===== src/hdl/bsfd_pkg.sv =====
// ---------------------------------------------------------------------------
// bsfd_pkg
// Shared types and constants of the bit-stuffed frame deframer with CRC-8.
// ---------------------------------------------------------------------------
`timescale 1ns / 1ps

package bsfd_pkg;

    // line framing
    localparam int FLAG_BITS   = 8;
    localparam int HEADER_BITS = 16;
    localparam int CRC_BITS    = 8;
    localparam int ONES_LIMIT  = 5;

    // crc-8 polynomial x^8+x^2+x+1, low byte
    localparam logic [7:0] CRC_POLY_LOW = 8'h07;

    // default depth of the queue between front and back
    localparam int QUEUE_DEPTH_DEFAULT = 2;

    // configuration register indexes
    localparam logic [1:0] REG_OWN_ADDRESS      = 2'd0;
    localparam logic [1:0] REG_PEER_ADDRESS     = 2'd1;
    localparam logic [1:0] REG_PEER_ADDRESS_SET = 2'd2;

    // frame type codes
    localparam logic [1:0] TYPE_I     = 2'd0;
    localparam logic [1:0] TYPE_S     = 2'd1;
    localparam logic [1:0] TYPE_OTHER = 2'd2;

    // configuration seen by the back part
    typedef struct packed {
        logic [3:0] own_address;
        logic [3:0] peer_address;
        logic       peer_address_set;
    } cfg_t;

    // per item event passed from front to back
    typedef struct packed {
        logic field_valid;   // a destuffed bit has left the crc delay line
        logic field_bit;
        logic eof;
        logic crc_zero;      // crc register after this item is zero
        logic crc_full;      // crc delay line has been filled
    } event_t;

    // one result item
    typedef struct packed {
        logic       is_status;
        logic [7:0] data_byte;
        logic       crc_ok;
        logic       address_ok;
        logic       frame_ok;
        logic [1:0] frame_type;
        logic [2:0] frame_number;
        logic       last_frame;
        logic       too_short;
    } result_t;

endpackage


===== src/hdl/bsfd_front.sv =====
// ---------------------------------------------------------------------------
// bsfd_front
// Flag removal, bit destuffing and crc-8 division, one line bit per item.
// ---------------------------------------------------------------------------
`timescale 1ns / 1ps

module bsfd_front (
    input  logic               clk,
    input  logic               rst_n,
    input  logic               in_valid,
    output logic               in_stall,
    input  logic               rx_bit,
    input  logic               end_of_frame,
    input  logic               queue_full,
    output logic               push,
    output bsfd_pkg::event_t   push_event
);
    import bsfd_pkg::*;

    logic [3:0] flag_skip_reg, flag_skip_next;
    logic [7:0] raw_line_reg, raw_line_next;
    logic [3:0] raw_fill_reg, raw_fill_next;
    logic [2:0] ones_reg, ones_next;
    logic [7:0] crc_reg, crc_next;
    logic [7:0] crc_line_reg, crc_line_next;
    logic [3:0] crc_fill_reg, crc_fill_next;
    logic       body_valid;
    logic       body_bit;
    logic       take;

    // handshake
    assign take     = in_valid && !queue_full;
    assign in_stall = queue_full;
    assign push     = take;

    // next state of the bit pipeline for the offered item
    always_comb
    begin
        flag_skip_next = flag_skip_reg;
        raw_line_next  = raw_line_reg;
        raw_fill_next  = raw_fill_reg;
        ones_next      = ones_reg;
        crc_next       = crc_reg;
        crc_line_next  = crc_line_reg;
        crc_fill_next  = crc_fill_reg;
        body_valid     = 1'b0;
        body_bit       = raw_line_reg[7];
        push_event     = '0;

        // opening flag, then the raw delay line that hides the closing flag
        if (flag_skip_reg < 4'(FLAG_BITS))
        begin
            flag_skip_next = flag_skip_reg + 4'd1;
        end
        else
        begin
            if (raw_fill_reg >= 4'(FLAG_BITS))
                body_valid = 1'b1;
            else
                raw_fill_next = raw_fill_reg + 4'd1;
            raw_line_next = {raw_line_reg[6:0], rx_bit};
        end

        // destuffing and crc division
        if (body_valid)
        begin
            if (ones_reg >= 3'(ONES_LIMIT) && !body_bit)
            begin
                ones_next = 3'd0;
            end
            else
            begin
                if (body_bit)
                begin
                    if (ones_reg < 3'(ONES_LIMIT))
                        ones_next = ones_reg + 3'd1;
                end
                else
                begin
                    ones_next = 3'd0;
                end
                crc_next = {crc_reg[6:0], body_bit} ^ (crc_reg[7] ? CRC_POLY_LOW : 8'h00);
                if (crc_fill_reg >= 4'(CRC_BITS))
                begin
                    push_event.field_valid = 1'b1;
                    push_event.field_bit   = crc_line_reg[7];
                end
                else
                begin
                    crc_fill_next = crc_fill_reg + 4'd1;
                end
                crc_line_next = {crc_line_reg[6:0], body_bit};
            end
        end

        push_event.eof      = end_of_frame;
        push_event.crc_zero = (crc_next == 8'h00);
        push_event.crc_full = (crc_fill_next >= 4'(CRC_BITS));

        // frame end clears everything for the next frame
        if (end_of_frame)
        begin
            flag_skip_next = '0;
            raw_line_next  = '0;
            raw_fill_next  = '0;
            ones_next      = '0;
            crc_next       = '0;
            crc_line_next  = '0;
            crc_fill_next  = '0;
        end
    end

    // state registers
    always_ff @(posedge clk or negedge rst_n)
    begin
        if (!rst_n)
        begin
            flag_skip_reg <= '0;
            raw_line_reg  <= '0;
            raw_fill_reg  <= '0;
            ones_reg      <= '0;
            crc_reg       <= '0;
            crc_line_reg  <= '0;
            crc_fill_reg  <= '0;
        end
        else if (take)
        begin
            flag_skip_reg <= flag_skip_next;
            raw_line_reg  <= raw_line_next;
            raw_fill_reg  <= raw_fill_next;
            ones_reg      <= ones_next;
            crc_reg       <= crc_next;
            crc_line_reg  <= crc_line_next;
            crc_fill_reg  <= crc_fill_next;
        end
    end

endmodule


===== src/hdl/bsfd_queue.sv =====
// ---------------------------------------------------------------------------
// bsfd_queue
// Short first-in first-out queue of events between front and back.
// ---------------------------------------------------------------------------
`timescale 1ns / 1ps

module bsfd_queue #(
    parameter int DEPTH = bsfd_pkg::QUEUE_DEPTH_DEFAULT
) (
    input  logic               clk,
    input  logic               rst_n,
    input  logic               push,
    input  bsfd_pkg::event_t   push_event,
    output logic               full,
    input  logic               pop,
    output logic               head_valid,
    output bsfd_pkg::event_t   head_event
);
    import bsfd_pkg::*;

    localparam int PTR_W = (DEPTH > 1) ? $clog2(DEPTH) : 1;
    localparam int CNT_W = $clog2(DEPTH + 1);

    event_t             entry_reg [DEPTH];
    logic [PTR_W-1:0]   wr_ptr_reg, wr_ptr_next;
    logic [PTR_W-1:0]   rd_ptr_reg, rd_ptr_next;
    logic [CNT_W-1:0]   count_reg, count_next;
    logic               do_push;
    logic               do_pop;

    assign full       = (count_reg == CNT_W'(DEPTH));
    assign head_valid = (count_reg != '0);
    assign head_event = entry_reg[rd_ptr_reg];
    assign do_push    = push && !full;
    assign do_pop     = pop && head_valid;

    // pointer and fill count
    always_comb
    begin
        wr_ptr_next = wr_ptr_reg;
        rd_ptr_next = rd_ptr_reg;
        count_next  = count_reg;
        if (do_push)
            wr_ptr_next = (wr_ptr_reg == PTR_W'(DEPTH - 1)) ? '0 : wr_ptr_reg + PTR_W'(1);
        if (do_pop)
            rd_ptr_next = (rd_ptr_reg == PTR_W'(DEPTH - 1)) ? '0 : rd_ptr_reg + PTR_W'(1);
        if (do_push && !do_pop)
            count_next = count_reg + CNT_W'(1);
        else if (do_pop && !do_push)
            count_next = count_reg - CNT_W'(1);
    end

    always_ff @(posedge clk or negedge rst_n)
    begin
        if (!rst_n)
        begin
            wr_ptr_reg <= '0;
            rd_ptr_reg <= '0;
            count_reg  <= '0;
        end
        else
        begin
            wr_ptr_reg <= wr_ptr_next;
            rd_ptr_reg <= rd_ptr_next;
            count_reg  <= count_next;
        end
    end

    // entry storage
    always_ff @(posedge clk)
    begin
        if (do_push)
            entry_reg[wr_ptr_reg] <= push_event;
    end

endmodule


===== src/hdl/bsfd_back.sv =====
// ---------------------------------------------------------------------------
// bsfd_back
// Header capture, byte assembly, frame status and the result register.
// ---------------------------------------------------------------------------
`timescale 1ns / 1ps

module bsfd_back (
    input  logic               clk,
    input  logic               rst_n,
    input  bsfd_pkg::cfg_t     cfg,
    input  logic               head_valid,
    input  bsfd_pkg::event_t   head_event,
    output logic               pop,
    output logic               out_valid,
    input  logic               out_stall,
    output bsfd_pkg::result_t  out_result
);
    import bsfd_pkg::*;

    logic [4:0]  pos_reg, pos_next;
    logic [15:0] header_reg, header_next;
    logic [7:0]  byte_reg, byte_next;
    logic [2:0]  cnt_reg, cnt_next;
    logic        held_valid_reg, held_valid_next;
    result_t     held_reg, held_next;
    logic        out_valid_reg, out_valid_next;
    result_t     out_reg, out_next;

    logic        out_free;
    logic        made;
    logic        have_result;
    result_t     result_now;
    result_t     status;
    logic        short_frame;
    logic [7:0]  ctl;

    assign out_free   = !out_valid_reg || !out_stall;
    assign pop        = head_valid && out_free;
    assign out_valid  = out_valid_reg;
    assign out_result = out_reg;

    // field bits: header first, then payload bytes of i-frames
    always_comb
    begin
        pos_next    = pos_reg;
        header_next = header_reg;
        byte_next   = byte_reg;
        cnt_next    = cnt_reg;
        made        = 1'b0;
        if (head_event.field_valid)
        begin
            if (pos_reg < 5'(HEADER_BITS))
            begin
                header_next = {header_reg[14:0], head_event.field_bit};
                pos_next    = pos_reg + 5'd1;
            end
            else if (!header_reg[7])
            begin
                byte_next = {byte_reg[6:0], head_event.field_bit};
                if (cnt_reg == 3'd7)
                begin
                    made     = 1'b1;
                    cnt_next = 3'd0;
                end
                else
                begin
                    cnt_next = cnt_reg + 3'd1;
                end
            end
        end
    end

    // frame status from the state after this item
    always_comb
    begin
        ctl          = header_next[7:0];
        short_frame  = !(pos_next >= 5'(HEADER_BITS) && head_event.crc_full);
        status       = '0;
        status.is_status  = 1'b1;
        status.crc_ok     = head_event.crc_zero;
        status.frame_type = TYPE_OTHER;
        status.too_short  = short_frame;
        if (!short_frame)
        begin
            status.address_ok = (header_next[15:12] == cfg.own_address) &&
                                (!cfg.peer_address_set ||
                                 header_next[11:8] == cfg.peer_address);
            if (!ctl[7])
            begin
                status.frame_type   = TYPE_I;
                status.frame_number = ctl[6:4];
                status.last_frame   = ctl[3];
            end
            else if (!ctl[6])
            begin
                status.frame_type   = TYPE_S;
                status.frame_number = ctl[2:0];
                status.last_frame   = ctl[3];
            end
        end
        status.frame_ok = status.crc_ok && status.address_ok && !short_frame;
    end

    // result choice: payload byte, held status, or this frame's status
    always_comb
    begin
        held_next       = held_reg;
        held_valid_next = 1'b0;
        have_result     = held_valid_reg || made;
        result_now      = held_reg;
        if (made)
        begin
            result_now           = '0;
            result_now.data_byte = byte_next;
        end
        if (head_event.eof)
        begin
            if (have_result)
            begin
                held_next       = status;
                held_valid_next = 1'b1;
            end
            else
            begin
                result_now  = status;
                have_result = 1'b1;
            end
        end
    end

    // output register
    always_comb
    begin
        out_valid_next = out_valid_reg;
        out_next       = out_reg;
        if (out_free)
        begin
            out_valid_next = pop && have_result;
            if (pop && have_result)
                out_next = result_now;
        end
    end

    // control state
    always_ff @(posedge clk or negedge rst_n)
    begin
        if (!rst_n)
        begin
            pos_reg        <= '0;
            header_reg     <= '0;
            byte_reg       <= '0;
            cnt_reg        <= '0;
            held_valid_reg <= 1'b0;
            out_valid_reg  <= 1'b0;
        end
        else
        begin
            out_valid_reg <= out_valid_next;
            if (pop)
            begin
                held_valid_reg <= held_valid_next;
                if (head_event.eof)
                begin
                    pos_reg    <= '0;
                    header_reg <= '0;
                    byte_reg   <= '0;
                    cnt_reg    <= '0;
                end
                else
                begin
                    pos_reg    <= pos_next;
                    header_reg <= header_next;
                    byte_reg   <= byte_next;
                    cnt_reg    <= cnt_next;
                end
            end
        end
    end

    // payload registers
    always_ff @(posedge clk)
    begin
        out_reg <= out_next;
        if (pop)
            held_reg <= held_next;
    end

endmodule


===== src/hdl/bit_stuffed_frame_deframer_crc8_unit.sv =====
// ---------------------------------------------------------------------------
// bit_stuffed_frame_deframer_crc8_unit
// Deframer for bit-stuffed frames with crc-8 check and address decode.
// ---------------------------------------------------------------------------
// Takes one line bit per item, end_of_frame set on the last bit of the
// closing flag, and accepts one item every clock cycle as long as the
// result side keeps up. The first and last eight bits of a frame are the
// flags; stuffed zeros are removed, the remaining bits run through crc-8
// (x^8+x^2+x+1, start value zero), the first two bytes give address and
// control, and i-frame payload comes out as bytes, first bit in the msb.
// Each frame closes with one status item. When the last payload byte and
// the status fall on the same line bit, the status follows with the first
// item of the next frame. An item passes the front stage, an event queue
// of QUEUE_DEPTH entries (two by default) and the back stage; it is
// registered in the queue, then in the output register. The user must write
// configuration only while the block is idle; the block does not enforce it.
// ---------------------------------------------------------------------------
`timescale 1ns / 1ps

module bit_stuffed_frame_deframer_crc8_unit #(
    parameter int QUEUE_DEPTH = bsfd_pkg::QUEUE_DEPTH_DEFAULT
) (
    input  logic       clk,
    input  logic       rst_n,
    // configuration
    input  logic       cfg_we,
    input  logic [1:0] cfg_index,
    input  logic [3:0] cfg_data,
    // input items
    input  logic       in_valid,
    output logic       in_stall,
    input  logic       rx_bit,
    input  logic       end_of_frame,
    // result items
    output logic       out_valid,
    input  logic       out_stall,
    output logic       is_status,
    output logic [7:0] data_byte,
    output logic       crc_ok,
    output logic       address_ok,
    output logic       frame_ok,
    output logic [1:0] frame_type,
    output logic [2:0] frame_number,
    output logic       last_frame,
    output logic       too_short
);
    import bsfd_pkg::*;

    cfg_t     cfg_reg;
    logic     push;
    event_t   push_event;
    logic     queue_full;
    logic     pop;
    logic     head_valid;
    event_t   head_event;
    result_t  result;

    // configuration registers
    always_ff @(posedge clk or negedge rst_n)
    begin
        if (!rst_n)
        begin
            cfg_reg <= '0;
        end
        else if (cfg_we)
        begin
            unique case (cfg_index)
                REG_OWN_ADDRESS:      cfg_reg.own_address      <= cfg_data;
                REG_PEER_ADDRESS:     cfg_reg.peer_address     <= cfg_data;
                REG_PEER_ADDRESS_SET: cfg_reg.peer_address_set <= cfg_data[0];
                default:              cfg_reg                  <= cfg_reg;
            endcase
        end
    end

    // front: flags, destuffing, crc
    bsfd_front u_front (
        .clk          (clk),
        .rst_n        (rst_n),
        .in_valid     (in_valid),
        .in_stall     (in_stall),
        .rx_bit       (rx_bit),
        .end_of_frame (end_of_frame),
        .queue_full   (queue_full),
        .push         (push),
        .push_event   (push_event)
    );

    // event queue
    bsfd_queue #(
        .DEPTH (QUEUE_DEPTH)
    ) u_queue (
        .clk        (clk),
        .rst_n      (rst_n),
        .push       (push),
        .push_event (push_event),
        .full       (queue_full),
        .pop        (pop),
        .head_valid (head_valid),
        .head_event (head_event)
    );

    // back: header, bytes, status
    bsfd_back u_back (
        .clk        (clk),
        .rst_n      (rst_n),
        .cfg        (cfg_reg),
        .head_valid (head_valid),
        .head_event (head_event),
        .pop        (pop),
        .out_valid  (out_valid),
        .out_stall  (out_stall),
        .out_result (result)
    );

    // result fields
    assign is_status    = result.is_status;
    assign data_byte    = result.data_byte;
    assign crc_ok       = result.crc_ok;
    assign address_ok   = result.address_ok;
    assign frame_ok     = result.frame_ok;
    assign frame_type   = result.frame_type;
    assign frame_number = result.frame_number;
    assign last_frame   = result.last_frame;
    assign too_short    = result.too_short;

endmodule

===== config.mk =====
export PLATFORM = sky130hd
export DESIGN_NAME = bit_stuffed_frame_deframer_crc8_unit
export DESIGN_NICKNAME = d
export VERILOG_FILES = /design/src/hdl/bsfd_pkg.sv /design/src/hdl/bsfd_front.sv /design/src/hdl/bsfd_queue.sv /design/src/hdl/bsfd_back.sv /design/src/hdl/bit_stuffed_frame_deframer_crc8_unit.sv
export SDC_FILE = /design/constraint.sdc
export NUM_CORES = 1
export LEC_CHECK = 0
export BUFFER_PORTS_ARGS = -buffer_cell sky130_fd_sc_hd__buf_2
export CORE_UTILIZATION = 34
export DETAILED_ROUTE_END_ITERATION = 10
export PLACE_DENSITY = 0.52
export RECOVER_POWER = 25
export REMOVE_ABC_BUFFERS = 1
export SLEW_MARGIN = 15
export SYNTH_ARGS = -nofsm -noshare
export SYNTH_HDL_FRONTEND = slang
export SYNTH_SLANG_ARGS = --single-unit

===== constraint.sdc =====
create_clock -name clk -period 2.9 [get_ports clk]
set_input_delay 0.58 -clock clk [delete_from_list [all_inputs] [get_ports clk]]
set_output_delay 0.58 -clock clk [all_outputs]
set_load 0.005 [all_outputs]

==> metrics.yaml <==
status: "complete, but fails checks"
failed_checks: "max-capacitance violations, max-slew violations"
initial_core_util_pct: 34.70
required_ps: 3100
p_comb_share_pct: 20.7
grtUsageTotal_pct: 14.52
r2r-end: "u_back.out_result[7]"
power.switching_mw: 1.692
drtAntennaViolNets: 0
synth_top_area_share_pct: 37.09
fmax_mhz: 387.9
drv_slew: 43
final_cells: 791
cap_violations: 1
synth_cells: 521
clk_latency_ps: 420
fin_skew_ps: 10.74
route.final.wire_length_mm: 11.38
path_class: "register to register"
vdd_ir_drop_max_v: 0.0004084
async_reset_ff_share_pct: 68.55
htree_levels: 4
start_kind: "register"
hold-path-cell-count: 2
yosysWarningCount: 0
min_from: "out_stall"
ios: 34
whs_endpoint: "u_back.out_valid"
path_max_fanout: 9
worst_pin_slew_ps: 2370
end_kind: "register"
clock-sinks: 124
wire_per_inst_um: 14.39
place_hpwl_mm: 7.648
powerDensity_nw_per_um2: 848.2
nets: 582
synth_commonest_cells: "dfrtp_1, nand2_1, o21ai_0, edfxtp_1, a21oi_1"
viasPerCell: 5.139
synth_cell_type_count: 60
crit_chain: "mux2i_4 > or2_1 > buf_4 > mux2i_1 > xor2_1 > o211ai_1 > o41ai_1"
overflow: 0
fp.dieW_um: 131.9
cts_hold_repair.buffers: 0
cts_tree: "yes"
coreArea_um2: 16520
synth_area_leader_cell: "dfrtp_1"
numPortBuffers: 33
p_seq_share_pct: 39.3
dieArea_um2: 17390
finalSetupViolCount: 0
syn_to_final_growth_pct: 19.14
p_int_mw: 4.103
antenna_found_initial: 0
grt_max_degree: 44
hold_ws_ps: 381.7
r2r_cells: 7
rows: 47
grt_pass1_wl_mm: 20.07
crit_slowest_cell: "o41ai_1"
place_inst: 759
drt_iter0_markers: 180
crit_path_max_incr_delay_ps: 440
synth_seq_area_share_pct: 57.52
max_slew_margin_pct: -58.03
netlist_area_um2: 5734
synth_edf_count: 39
min_path_type: "input pin to register"
drt_first_pass_iters: 4
die_h_um: 131.9
first_global_vias: 4140
cts_setup_buffers: 0
vias: 4065
avgSynthCellArea_um2: 11.01
root_buffer: "clkbuf_16"
drc: 0
p_total_mw: 5.795
hold_viol: 0
leakage_nw: 2.873
path_clk_slew_ps: 60
finish.utilization_pct: 41.34
rsz0062_at_grt: "no"
diodes: 0
ys.flop_type: "dfrtp_1"
synth_area_leaders: "dfrtp_1, edfxtp_1, o21ai_0"
cts_resized: 0
cts_buffers: 17
yosysMostFrequentCell: "dfrtp_1"
rr_startpoint: "u_queue.rd_ptr_reg"
largest_register_ffs: 19
critPathArrivalTime_ps: 2770
timing.final.crit_share_pct: 88.90
place.gp.congestion: 0.7878
ys_ff_latch: 124
min_period_ps: 2578
clockPowerShare_pct: 40.0
switching_share_pct: 29.19
reg2reg_slack_ps: 320
clockBufferDepth: 2
drive_gt1_share_pct: 16.29
[power by group through the flow]
stage               registers (mW)  logic (mW)  clock network, mW
floorplan                     2.32       0.720                  0
global placement              2.31        1.19                  0
detailed placement            2.32        1.22                  0
CTS                           2.29        1.23               2.38
global route                  2.31        1.36               2.45
finish                        2.28        1.20               2.32
[layer usage]
layer	global-route usage (%)	up-vias	wire length, µm
met5	0	-	0
met4	4.716	0	121
met3	4.729	9	364
met2	24.87	62	5621
met1	17.17	1997	5274
li1	-	1997	-
[cell families (layout without fill, tap and decap cells)]
| logic type | count (synthesis) | after routing | share of synthesized area [%] |
|---|---|---|---|
| adders and majority gates | 11 | 11 | 2.400 |
| AOI/OAI and AO/OA | 154 | 154 | 17.67 |
| buffers and inverters | 44 | 94 | 3.273 |
| DFF | 124 | 124 | 57.52 |
| xor gates and xnor gates | 16 | 16 | 2.444 |
| and+or+nand+nor | 151 | 151 | 12.48 |
| muxes | 21 | 21 | 4.211 |
[cells in the final DEF, fill, tap and decap left out, types with 4 or more instances in the layout]
master / synthesis / final
a21oi_1: 26 / 25
a22o_1: 21 / 21
a22oi_1: 17 / 17
a31oi_1: 10 / 10
and3_1: 12 / 12
buf_2: 0 / 30
buf_4: 2 / 11
bufinv_16: 0 / 5
clkbuf_16: 0 / 17
clkinv_1: 2 / 4
dfrtp_1: 85 / 85
edfxtp_1: 39 / 39
ha_1: 11 / 11
inv_1: 14 / 14
mux2_2: 11 / 11
mux2i_1: 8 / 8
nand2_1: 64 / 64
nand2b_1: 5 / 5
nand3_1: 7 / 7
nor2_1: 25 / 25
nor2b_1: 9 / 9
nor3_1: 11 / 11
o21ai_0: 48 / 47
xor2_1: 13 / 13
[per-stage QoR]
step | setup slack (ps) | TNS, ps | instance area [µm²]
after floorplan | -685.1 | -18330 | 5607
after global placement | 457.4 | 0 | 6183
after detailed placement | 351.3 | 0 | 6183
after CTS | 314.4 | 0 | 6838
after global routing | 100.2 | 0 | 6832
final | 322.0 | 0 | 6832
[worst max-delay path by stage]
stage,slack (ps),cells past startpoint,to,startpoint
floorplan,-690,7,u_front.crc_line_reg[0],u_front.ones_reg[1]
global placement,460,7,u_back.out_result[8],u_queue.rd_ptr_reg
detailed placement,350,7,u_back.out_result[7],u_queue.rd_ptr_reg
CTS,310,7,u_back.out_result[7],u_queue.rd_ptr_reg
global route,100,7,u_back.out_result[7],u_queue.rd_ptr_reg
finish,320,7,u_back.out_result[7],u_queue.rd_ptr_reg
[final cells by class]
cell class | instances | area, µm²
Clock buffer | 18 | 439.2
Clock inverter | 14 | 215.2
Fill cell | 1548 | 9693
Inverter | 16 | 60.06
Multi-Input combinational cell | 353 | 2260
Sequential cell | 124 | 3298
Tap cell | 220 | 275.3
Timing Repair Buffer | 46 | 284.0
[critical path, delay by kind of cell, from the launching register on]
kind	cells	cell delay, ps
xor+xnor	1	160
simple gates	1	360
mux	2	550
flops	1	410
buf+inv	1	240
compound gates	2	630
Power figures use the tool's default switching activity.
